[src/lmts_pkg.sv]
package lmts_pkg;

    // LCD modes as they appear on the mode output.
    localparam logic [1:0] MODE_HBLANK = 2'd0;
    localparam logic [1:0] MODE_VBLANK = 2'd1;
    localparam logic [1:0] MODE_OAM    = 2'd2;
    localparam logic [1:0] MODE_XFER   = 2'd3;

    // Configuration register indexes.
    localparam logic [1:0] CFG_SCROLL_X     = 2'd0;
    localparam logic [1:0] CFG_LINE_COMPARE = 2'd1;
    localparam logic [1:0] CFG_STAT_ENABLES = 2'd2;

    // Line timing in dots.
    localparam logic [8:0] OAM_DOTS       = 9'd80;
    localparam logic [8:0] XFER_BASE_DOTS = 9'd172;
    localparam logic [8:0] LINE_DOTS      = 9'd456;
    localparam logic [8:0] DOTS_PER_TICK  = 9'd4;

    // Line numbers and screen width.
    localparam logic [7:0] VBLANK_FIRST = 8'd144;
    localparam logic [7:0] LAST_LINE    = 8'd153;
    localparam logic [7:0] SCREEN_W     = 8'd160;
    localparam logic [7:0] PIX_PER_TICK = 8'd4;

    // One result beat.
    typedef struct packed {
        logic [1:0] lcd_mode;
        logic [7:0] current_line;
        logic [7:0] render_x_start;
        logic [2:0] render_count;
        logic       coincidence;
        logic       stat_irq;
    } t_result;

endpackage

[src/lcd_mode_timing_stat_irq.sv]
// LCD mode sequencer with STAT interrupt request generation.
// A result beat is registered in the output register, or in the skid entry while the output is stalled.
// Throughput: one tick beat per cycle while o_stall is low; the sequencer state is registered on each accepted beat.
// A two-entry output register (main plus skid) keeps input and output apart.
// Reset (synchronous, active low): OAM scan, line 0, dot 0, registers cleared,
// output empty.
module lcd_mode_timing_stat_irq (
    input  logic       i_clk,
    input  logic       i_rst_n,
    input  logic       i_cfg_we,
    input  logic [1:0] i_cfg_index,
    input  logic [7:0] i_cfg_data,
    input  logic       i_valid,
    output logic       o_stall,
    input  logic       i_tick_valid,
    output logic       o_valid,
    input  logic       i_stall,
    output logic [1:0] o_lcd_mode,
    output logic [7:0] o_current_line,
    output logic [7:0] o_render_x_start,
    output logic [2:0] o_render_count,
    output logic       o_coincidence,
    output logic       o_stat_irq
);

    // Configuration registers.
    logic [7:0] r_scroll_x;
    logic [7:0] r_line_compare;
    logic [3:0] r_stat_enables;

    // Sequencer state.
    logic [1:0] r_mode, n_mode;
    logic [8:0] r_dot, n_dot;
    logic [7:0] r_line, n_line;
    logic [7:0] r_pixel_x, n_pixel_x;
    logic       r_level, n_level;
    logic       r_coin, n_coin;

    // Output stage.
    logic                  r_out_valid;
    logic                  r_skid_valid;
    lmts_pkg::t_result     r_out;
    lmts_pkg::t_result     r_skid;
    lmts_pkg::t_result     n_result;

    logic       in_acc;
    logic       out_take;
    logic       upd;
    logic       match;
    logic       lvl;
    logic [8:0] dot_inc;
    logic [8:0] xfer_end;
    logic [7:0] px_left;
    logic [7:0] px_cnt;

    assign o_stall  = r_skid_valid;
    assign in_acc   = i_valid && !r_skid_valid;
    assign out_take = r_out_valid && !i_stall;

    // Configuration writes.
    always_ff @(posedge i_clk) begin
        if (!i_rst_n) begin
            r_scroll_x     <= 8'd0;
            r_line_compare <= 8'd0;
            r_stat_enables <= 4'd0;
        end else if (i_cfg_we) begin
            case (i_cfg_index)
                lmts_pkg::CFG_SCROLL_X:     r_scroll_x     <= i_cfg_data;
                lmts_pkg::CFG_LINE_COMPARE: r_line_compare <= i_cfg_data;
                lmts_pkg::CFG_STAT_ENABLES: r_stat_enables <= i_cfg_data[3:0];
                default: ;
            endcase
        end
    end

    // Next state of the sequencer for one tick.
    always_comb begin
        dot_inc   = r_dot + lmts_pkg::DOTS_PER_TICK;
        xfer_end  = lmts_pkg::OAM_DOTS + lmts_pkg::XFER_BASE_DOTS
                    + {6'd0, r_scroll_x[2:0]};
        px_left   = lmts_pkg::SCREEN_W - r_pixel_x;
        px_cnt    = 8'd0;
        n_mode    = r_mode;
        n_dot     = r_dot;
        n_line    = r_line;
        n_pixel_x = r_pixel_x;
        upd       = 1'b0;
        n_result.render_x_start = r_pixel_x;

        if (i_tick_valid) begin
            n_dot = dot_inc;
            case (r_mode)
                lmts_pkg::MODE_OAM: begin
                    if (dot_inc >= lmts_pkg::OAM_DOTS) begin
                        n_mode    = lmts_pkg::MODE_XFER;
                        n_pixel_x = 8'd0;
                        n_result.render_x_start = 8'd0;
                        upd       = 1'b1;
                    end
                end
                lmts_pkg::MODE_XFER: begin
                    // Up to four pixels a tick until the line is full.
                    if (r_pixel_x < lmts_pkg::SCREEN_W) begin
                        px_cnt = (px_left > lmts_pkg::PIX_PER_TICK)
                                 ? lmts_pkg::PIX_PER_TICK : px_left;
                        n_pixel_x = r_pixel_x + px_cnt;
                    end
                    if (dot_inc >= xfer_end) begin
                        n_mode = lmts_pkg::MODE_HBLANK;
                        upd    = 1'b1;
                    end
                end
                lmts_pkg::MODE_HBLANK: begin
                    if (dot_inc >= lmts_pkg::LINE_DOTS) begin
                        n_dot  = dot_inc - lmts_pkg::LINE_DOTS;
                        n_line = r_line + 8'd1;
                        n_mode = (n_line == lmts_pkg::VBLANK_FIRST)
                                 ? lmts_pkg::MODE_VBLANK : lmts_pkg::MODE_OAM;
                        upd    = 1'b1;
                    end
                end
                default: begin
                    // Vertical blank: wrap to line 0 after the last line.
                    if (dot_inc >= lmts_pkg::LINE_DOTS) begin
                        n_dot  = dot_inc - lmts_pkg::LINE_DOTS;
                        n_line = r_line + 8'd1;
                        if (n_line > lmts_pkg::LAST_LINE) begin
                            n_line = 8'd0;
                            n_mode = lmts_pkg::MODE_OAM;
                        end
                        upd    = 1'b1;
                    end
                end
            endcase
        end

        // STAT level and coincidence, refreshed only on a mode or line change.
        match = (n_line == r_line_compare);
        lvl   = (r_stat_enables[0] && (n_mode == lmts_pkg::MODE_HBLANK))
             || (r_stat_enables[1] && (n_mode == lmts_pkg::MODE_VBLANK))
             || (r_stat_enables[2] && (n_mode == lmts_pkg::MODE_OAM))
             || (r_stat_enables[3] && match);
        n_coin  = upd ? match : r_coin;
        n_level = upd ? lvl : r_level;

        n_result.lcd_mode     = n_mode;
        n_result.current_line = n_line;
        n_result.render_count = px_cnt[2:0];
        n_result.coincidence  = n_coin;
        n_result.stat_irq     = upd && lvl && !r_level;
    end

    // State registers advance on every accepted beat.
    always_ff @(posedge i_clk) begin
        if (!i_rst_n) begin
            r_mode    <= lmts_pkg::MODE_OAM;
            r_dot     <= 9'd0;
            r_line    <= 8'd0;
            r_pixel_x <= 8'd0;
            r_level   <= 1'b0;
            r_coin    <= 1'b0;
        end else if (in_acc) begin
            r_mode    <= n_mode;
            r_dot     <= n_dot;
            r_line    <= n_line;
            r_pixel_x <= n_pixel_x;
            r_level   <= n_level;
            r_coin    <= n_coin;
        end
    end

    // Output register with a skid entry for beats that arrive under stall.
    always_ff @(posedge i_clk) begin
        if (!i_rst_n) begin
            r_out_valid  <= 1'b0;
            r_skid_valid <= 1'b0;
        end else if (!r_out_valid || out_take) begin
            if (r_skid_valid) begin
                r_out_valid  <= 1'b1;
                r_skid_valid <= 1'b0;
            end else begin
                r_out_valid <= in_acc;
            end
        end else if (in_acc) begin
            r_skid_valid <= 1'b1;
        end
    end

    always_ff @(posedge i_clk) begin
        if (!r_out_valid || out_take) begin
            if (r_skid_valid) begin
                r_out <= r_skid;
            end else if (in_acc) begin
                r_out <= n_result;
            end
        end else if (in_acc) begin
            r_skid <= n_result;
        end
    end

    assign o_valid          = r_out_valid;
    assign o_lcd_mode       = r_out.lcd_mode;
    assign o_current_line   = r_out.current_line;
    assign o_render_x_start = r_out.render_x_start;
    assign o_render_count   = r_out.render_count;
    assign o_coincidence    = r_out.coincidence;
    assign o_stat_irq       = r_out.stat_irq;

endmodule

[config.mk]
export PLATFORM = sky130hd
export DESIGN_NAME = lcd_mode_timing_stat_irq
export DESIGN_NICKNAME = d
export VERILOG_FILES = /design/src/lmts_pkg.sv /design/src/lcd_mode_timing_stat_irq.sv
export SDC_FILE = /design/constraint.sdc
export NUM_CORES = 1
export LEC_CHECK = 0
export ABC_AREA = 1
export BUFFER_PORTS_ARGS = -buffer_cell sky130_fd_sc_hd__buf_2
export CORE_MARGIN = 3
export CORE_UTILIZATION = 55
export DETAILED_ROUTE_END_ITERATION = 8
export HOLD_SLACK_MARGIN = 0.03
export PLACE_DENSITY = 0.86
export RECOVER_POWER = 100
export SLEW_MARGIN = 20
export SYNTH_ARGS = -nofsm -noshare
export SYNTH_HDL_FRONTEND = slang
export SYNTH_SLANG_ARGS = --single-unit
[constraint.sdc]
create_clock -name i_clk -period 5.7 [get_ports i_clk]
set_input_delay 0.57 -clock i_clk [delete_from_list [all_inputs] [get_ports i_clk]]
set_output_delay 0.57 -clock i_clk [all_outputs]
set_load 0.01 [all_outputs]
After elaboration in Yosys (flattened, before gate mapping)
Cells that the tools add are included.
- bits in registers: 92
- input bits: 16
- output and inout port bits: 25
- word-level logic and storage cells: 110
- add/sub/neg operators: 6
- magnitude comparators: 6
- equal/unequal tests: 9
- mux-type cells: 33
- bitwise logic cells: 2
- reductions and logical operators: 31
- operators by type and width (kind ; number):
    two-way mux 8 bit ; 9
    two-way mux 23 bit ; 2
    case mux 8 bit (2 select lines) ; 2
    two-way mux 9 bit ; 2
    two-way mux 2 bit ; 7
    AND reduction 2 bit ; 7
    adder 8 x 3 -> 9 bit (first input constant) ; 1
    adder 9 x 3 -> 9 bit (second input constant) ; 1
    >= comparator 9 x 7 -> 1 bit (second input constant) ; 1
    >= comparator 9 bit ; 1
    >= comparator 9 bit (second input constant) ; 1
    two-way mux 3 bit ; 3
    subtractor 9 bit (second input constant) ; 1
    adder 8 x 1 -> 8 bit (second input constant) ; 1
    adder 8 bit ; 1
    equality test 2 bit (second input constant) ; 4
    equality test 8 bit ; 1
    equality test 8 bit (second input constant) ; 1
    > comparator 8 x 3 -> 1 bit (second input constant) ; 1
    > comparator 8 bit (second input constant) ; 1
    logical AND 1 bit ; 8
    less-than comparator 8 bit (second input constant) ; 1
    subtractor 8 bit (first input constant) ; 1
    zero test 2 bit ; 3
    11 further kinds ; 26

Logic depth before layout (Yosys ltp)
- depth in word-level cells: 15
- mapped depth: 24
- depth with buffers taken out: 23

Worst setup path after synthesis
OpenSTA, ideal clock, no wires.
- path kind: flip-flop to flip-flop
- start point: register r_dot[2]
- end point: register r_out, in the netlist o_stat_irq, data pin
- setup time: 0.253 ns
- arrival time: 2.428 ns
- required time: 5.447 ns
- setup slack: 3.019 ns
- stages on the path, launching flop included: 20
- path buffers: 0
- period minus slack after synthesis: 2.681 ns
- cell sequence: dfxtp_1 > ha_1 > xnor2_1 > inv_1 > ha_1 > nand2_1 > nor3b_1 > nand3b_1 > nand3_1 > inv_1 > o21ai_0 > o21ai_1 > nand2_1 > nand2_1 > o21ai_2 > nor3_2 > nor2_2 > nand2_1 > nand3_1 > nand2_1
- cells in the longest elaborated chain, start to end: 14
- elaborated cells between the ends (all ways): 34
- classes of those cells: add/sub (1); order compare (3); eq/ne (3); mux (17); reduce/logical (10)
- RTL lines (element ; RTL line ; text):
    start, declared ; lcd_mode_timing_stat_irq.sv:33 ; logic [8:0] r_dot, n_dot;
    start signal, assigned ; lcd_mode_timing_stat_irq.sv:164 ; r_dot <= n_dot;
    adder 9 x 3 -> 9 bit * ; lcd_mode_timing_stat_irq.sv:78 ; dot_inc = r_dot + lmts_pkg::DOTS_PER_TICK;
    >= comparator 9 bit (tied with other cells) ; lcd_mode_timing_stat_irq.sv:114, lcd_mode_timing_stat_irq.sv:124 ;
    two-way mux 2 bit (on tied branches) ; - ;
    case mux 2 bit (3 select lines) ; lcd_mode_timing_stat_irq.sv:92 ; case (r_mode)
    two-way mux 2 bit ; lcd_mode_timing_stat_irq.sv:90 ; if (i_tick_valid) begin
    equality test 2 x 1 -> 1 bit or zero test 2 bit (tied branches) ; lcd_mode_timing_stat_irq.sv:140, lcd_mode_timing_stat_irq.sv:139 ;
    logical AND 1 bit (on tied branches) ; lcd_mode_timing_stat_irq.sv:140, lcd_mode_timing_stat_irq.sv:139 ;
    logical OR 1 bit ; lcd_mode_timing_stat_irq.sv:140 ; || (r_stat_enables[1] && (n_mode == lmts_pkg::MODE_VBLANK))
    logical OR 1 bit ; lcd_mode_timing_stat_irq.sv:141 ; || (r_stat_enables[2] && (n_mode == lmts_pkg::MODE_OAM))
    logical OR 1 bit ; lcd_mode_timing_stat_irq.sv:142 ; || (r_stat_enables[3] && match);
    logical AND 1 bit * (2 in series) ; lcd_mode_timing_stat_irq.sv:150 ; n_result.stat_irq = upd && lvl && !r_level;
    two-way mux 23 bit * ; lcd_mode_timing_stat_irq.sv:193 ; end else if (in_acc) begin
    two-way mux 23 bit * ; lcd_mode_timing_stat_irq.sv:191 ; if (r_skid_valid) begin
    end signal, assigned ; lcd_mode_timing_stat_irq.sv:192 ; r_out <= r_skid;
    end signal, assigned ; lcd_mode_timing_stat_irq.sv:194 ; r_out <= n_result;
    end, declared ; lcd_mode_timing_stat_irq.sv:42 ; lmts_pkg::t_result r_out;
Mark *: on every way between the ends. The rest lies on a longest branch, timed or not. The select of a mux whose other input is x is not followed.
A chain may end at the register's enable or synchronous reset.

Worst setup path in the final report
- start point: register r_dot[2]
- end point: register r_out, in the netlist o_stat_irq, data pin
- cells in the longest elaborated chain, start to end: 14
- elaborated cells between the ends (all ways): 34
- classes of those cells: add/sub (1); order compare (3); eq/ne (3); mux (17); reduce/logical (10)
- RTL lines (element ; RTL line ; text):
    adder 9 x 3 -> 9 bit * ; lcd_mode_timing_stat_irq.sv:78 ;
    >= comparator 9 bit (tied with other cells) ; lcd_mode_timing_stat_irq.sv:114, lcd_mode_timing_stat_irq.sv:124 ;
    two-way mux 2 bit (on tied branches) ; - ;
    case mux 2 bit (3 select lines) * ; lcd_mode_timing_stat_irq.sv:92 ;
    two-way mux 2 bit * ; lcd_mode_timing_stat_irq.sv:90 ;
    net n_mode[0] ; lcd_mode_timing_stat_irq.sv:32 ; logic [1:0] r_mode, n_mode;
    equality test 2 x 1 -> 1 bit or zero test 2 bit (tied branches) ; lcd_mode_timing_stat_irq.sv:140, lcd_mode_timing_stat_irq.sv:139 ;
    logical AND 1 bit (on tied branches) ; lcd_mode_timing_stat_irq.sv:140, lcd_mode_timing_stat_irq.sv:139 ;
    logical OR 1 bit ; lcd_mode_timing_stat_irq.sv:140 ;
    logical OR 1 bit * ; lcd_mode_timing_stat_irq.sv:141 ;
    logical OR 1 bit * ; lcd_mode_timing_stat_irq.sv:142 ;
    logical AND 1 bit * (2 in series) ; lcd_mode_timing_stat_irq.sv:150 ;
    two-way mux 23 bit * ; lcd_mode_timing_stat_irq.sv:193 ;
    two-way mux 23 bit * ; lcd_mode_timing_stat_irq.sv:191 ;
Mark *: on every way through the listed nets, which the timed path passes. The rest lies on a longest branch. The select of a mux whose other input is x is not followed.

==> impl_metrics.ini <==
[layout]
multi_input_area_mm2 = 0.00239
syn2layout_area_growth_pct = 5.56
final_area_mm2 = 0.00555
register_area_mm2 = 0.00226
fillers = 845
final_nets = 739
drive_above_1_share = 0.0873
final_cell_count_no_fill = 839
diodes = 0

[power]
power.leakage_nw = 2.47
peakVddDrop_v = 0.000127
power_density_mw_per_mm2 = 240

[yosys]
synth.top_cell.area_share = 0.263
yosysUniqueCellTypes = 44
synth_top_cell_by_area = edfxtp_1
synth_area_leaders = edfxtp_1, dfxtp_1, nand2_1, inv_1, o21ai_0
ys_async_sr_fraction = 0
ys_warn_count = 0
synth-edff-count = 46
synth_area_mm2 = 0.00526
synth_seq_cells = 90
avgSynthCellArea_um2 = 7.82
dominantRegCellSynth = edfxtp_1
postSynthCellCount = 673
seq_area_frac_synth = 0.430

[clock_network]
cts_tree = yes
postCtsSetupRepairBufs = 0
cts.path.max_buffers = 2
cts.repair.resized = 0
cts_hold_buf = 0
ctsRootBufferMaster = clkbuf_8
htreeDepth = 3
cts_sinks = 90
cts_made_buffers = 9
worstSkewPairLatency_ns = 0.37
clk_pin_slew_worst_paths_ns = 0.10

[placed_design]
dpl_cell_area_mm2 = 0.00552
place.gp.congestion = 0.959
dpl.cell_count = 823
place_hpwl_mm = 8.83
port_buffers = 40
pre_cts_ws_ns = 2.55

[routing]
drc = 0
dr.pass1.iters = 7
vias = 4562
drt_wl_total_mm = 11.7
antenna_left = 0
wire_per_inst_um = 13.9
initialDrtViolationCount = 356
via_per_inst = 5.44

[setup_path]
crit_chain = ha_1, xnor2_1, ha_1, nand2_1, nand3_1, nand2_1, nor2_1, nand2_1, inv_1, nand2_1, nand4_1, nand2_1, nand2_1, nand2_1, nand2_1, nor2_1, nor2_2, nand2_1, nand3_1, nand2_1
crit_fanout = 13
critPathKind = reg2reg
worstPathRequired_ns = 5.83
crit_top_cell = nand2_1
cp_slowest_cell = nor2_1
crit_arrival_ns = 4.13
max_stage_delay_ns = 0.56
endpoint_kind = flop
crit_path_start_kind = flop

[sta]
final.setup_skew_ns = 0.0133
rsz0062_at_grt = no
finalHoldViolCount = 0
max_freq_mhz = 250
slew_headroom = -0.319
fin_crit_sh = 0.702
layout_setup_ws_ns = 1.70
finalSetupTns_ns = 0
fin_crit_ns = 4.00
finalSetupViolCount = 0
report.final.slew_viol_count = 48
tightest_slew_ns = 1.98

[flow_run]
maxCapViolations = 2

[grt]
grt_overflow = 0
grt_usage = 0.222
first_global_vias = 4447
grt_max_degree = 34
grt_first_pass_wirelength_mm = 19.9
grt_antenna_before_repair = 0

[floorplan]
die_area_mm2 = 0.0108
pin_count = 41
row_count = 35
die_h_um = 104
start_util = 0.567
die_w_um = 104
coreArea_mm2 = 0.00928

[worst_hold_path]
min_path_type = in2reg

[outcome]
status = complete, but fails checks
violations = capacitance limit, slew limit
==> through the flow <==
| stage | hold slack (ns) | util | total power [W] |
|---|---|---|---|
| floorplan | 0.430 | - | 0.000845 |
| global placement | 0.458 | 0.594 | 0.000884 |
| detailed placement | 0.466 | 0.594 | 0.000891 |
| CTS | 0.457 | 0.617 | 0.00135 |
| global route | 0.472 | 0.598 | 0.00139 |
| finish | 0.466 | 0.598 | 0.00133 |
==> synthesized netlist by cell type (all sizes together), types with 2 or more instances <==
cell,number
or2,2
nand2,182
clkbuf,16
dfxtp,44
a21boi,2
buf,4
a31oi,7
nor3,8
o21a,2
o21ai,54
o211ai,2
ha,18
nand4,9
xnor2,2
a21oi,48
inv,96
a211oi,2
nor2,54
nand3,57
o31ai,2
edfxtp,46
clkinv,2
nand3b,5
xor2,5
==> sequential cells by signal, indices dropped and copies added, names as in the netlist <==
| name | flops |
|---|---|
| o_current_line | 8 |
| o_render_x_start | 8 |
| o_valid | 1 |
| o_coincidence | 1 |
| r_level | 1 |
| r_pixel_x | 8 |
| o_stall | 1 |
| r_skid | 23 |
| r_coin | 1 |
| r_stat_enables | 4 |
| r_line_compare | 8 |
| r_mode | 2 |
| o_render_count | 3 |
| o_lcd_mode | 2 |
| o_stat_irq | 1 |
| r_line | 8 |
| r_dot | 7 |
| r_scroll_x | 3 |
==> power breakdown <==
group	internal (W)	switching (W)
sequential	0.000710	0.0000194
clock	0.000211	0.000251
combinational	0.0000441	0.0000983
==> cells in the final DEF, fill, tap and decap left out, types with 2 or more instances in the layout <==
cell | netlist | layout
xor2_1 | 5 | 5
or2_2 | 2 | 2
nand3_1 | 40 | 51
nor2_4 | 2 | 2
nand4_1 | 9 | 9
o31ai_1 | 2 | 2
nand3b_1 | 5 | 5
inv_1 | 92 | 95
o21a_1 | 2 | 2
nor2_2 | 7 | 6
clkbuf_8 | 2 | 9
a21oi_1 | 46 | 46
o211ai_1 | 2 | 2
buf_2 | 1 | 14
a31oi_1 | 7 | 7
nand2_1 | 163 | 169
a21oi_2 | 2 | 2
clkbuf_1 | 12 | 26
inv_6 | 0 | 4
ha_1 | 18 | 18
a211oi_1 | 2 | 2
dfxtp_1 | 44 | 44
clkinv_1 | 2 | 3
conb_1 | 1 | 2
nor3_1 | 7 | 7
nand3_4 | 3 | 2
xnor2_1 | 2 | 2
nand3_2 | 14 | 4
nor2_1 | 43 | 46
o21ai_0 | 50 | 54
edfxtp_1 | 46 | 46
nand2_2 | 15 | 12
==> path summary, 6_finish.rpt <==
check,startpoint,to,slack (ns),cells after the start
worst min-delay path,i_cfg_data[1],r_line_compare[1]$_SDFFE_PN0P_,0.47,3
worst min register to register,r_line_compare[0]$_SDFFE_PN0P_,r_line_compare[0]$_SDFFE_PN0P_,0.48,2
worst max register to register,r_dot[2]$_SDFFE_PN0P_,o_stat_irq$_DFFE_PP_,1.70,20
worst max-delay path,r_dot[2]$_SDFFE_PN0P_,o_stat_irq$_DFFE_PP_,1.70,20
==> metal layers <==
layer,up-vias,global-route usage,wire [um]
met2,169,0.377,5530
met5,-,0,0
met1,2103,0.286,5090
li1,2268,-,-
met3,22,0.0436,823
met4,0,0.0703,217
==> worst max-delay path: cells and delay by family (launching register included) <==
family,cells,cell delay (ns)
XOR/XNOR,1,0.41
adder cells (fa/ha/maj),2,0.51
buffers and inverters,1,0.25
flip-flops,1,0.38
AND/OR/NAND/NOR,16,2.21
==> cell type report <==
type,count,share of cell area
multi-input combinational,466,0.430
inverter,98,0.0662
sequential,90,0.407
clock inverter,7,0.0146
clock buffer,9,0.0223
tap,129,0.0291
timing repair buffer,40,0.0302
==> kinds of logic (layout without fill, tap and decap cells) <==
| group | count (synthesis) | after routing | synth area share |
|---|---|---|---|
| AND/OR/NAND/NOR | 318 | 318 | 0.298 |
| AO/OA/AOI/OAI | 121 | 121 | 0.125 |
| buffers and inverters | 118 | 154 | 0.0916 |
| flip-flops | 90 | 90 | 0.430 |
| adder cells (fa/ha/maj) | 18 | 18 | 0.0428 |
| XOR/XNOR | 7 | 7 | 0.0117 |
| other | 1 | 2 | 0.000713 |
Power figures use the tool's default switching activity.
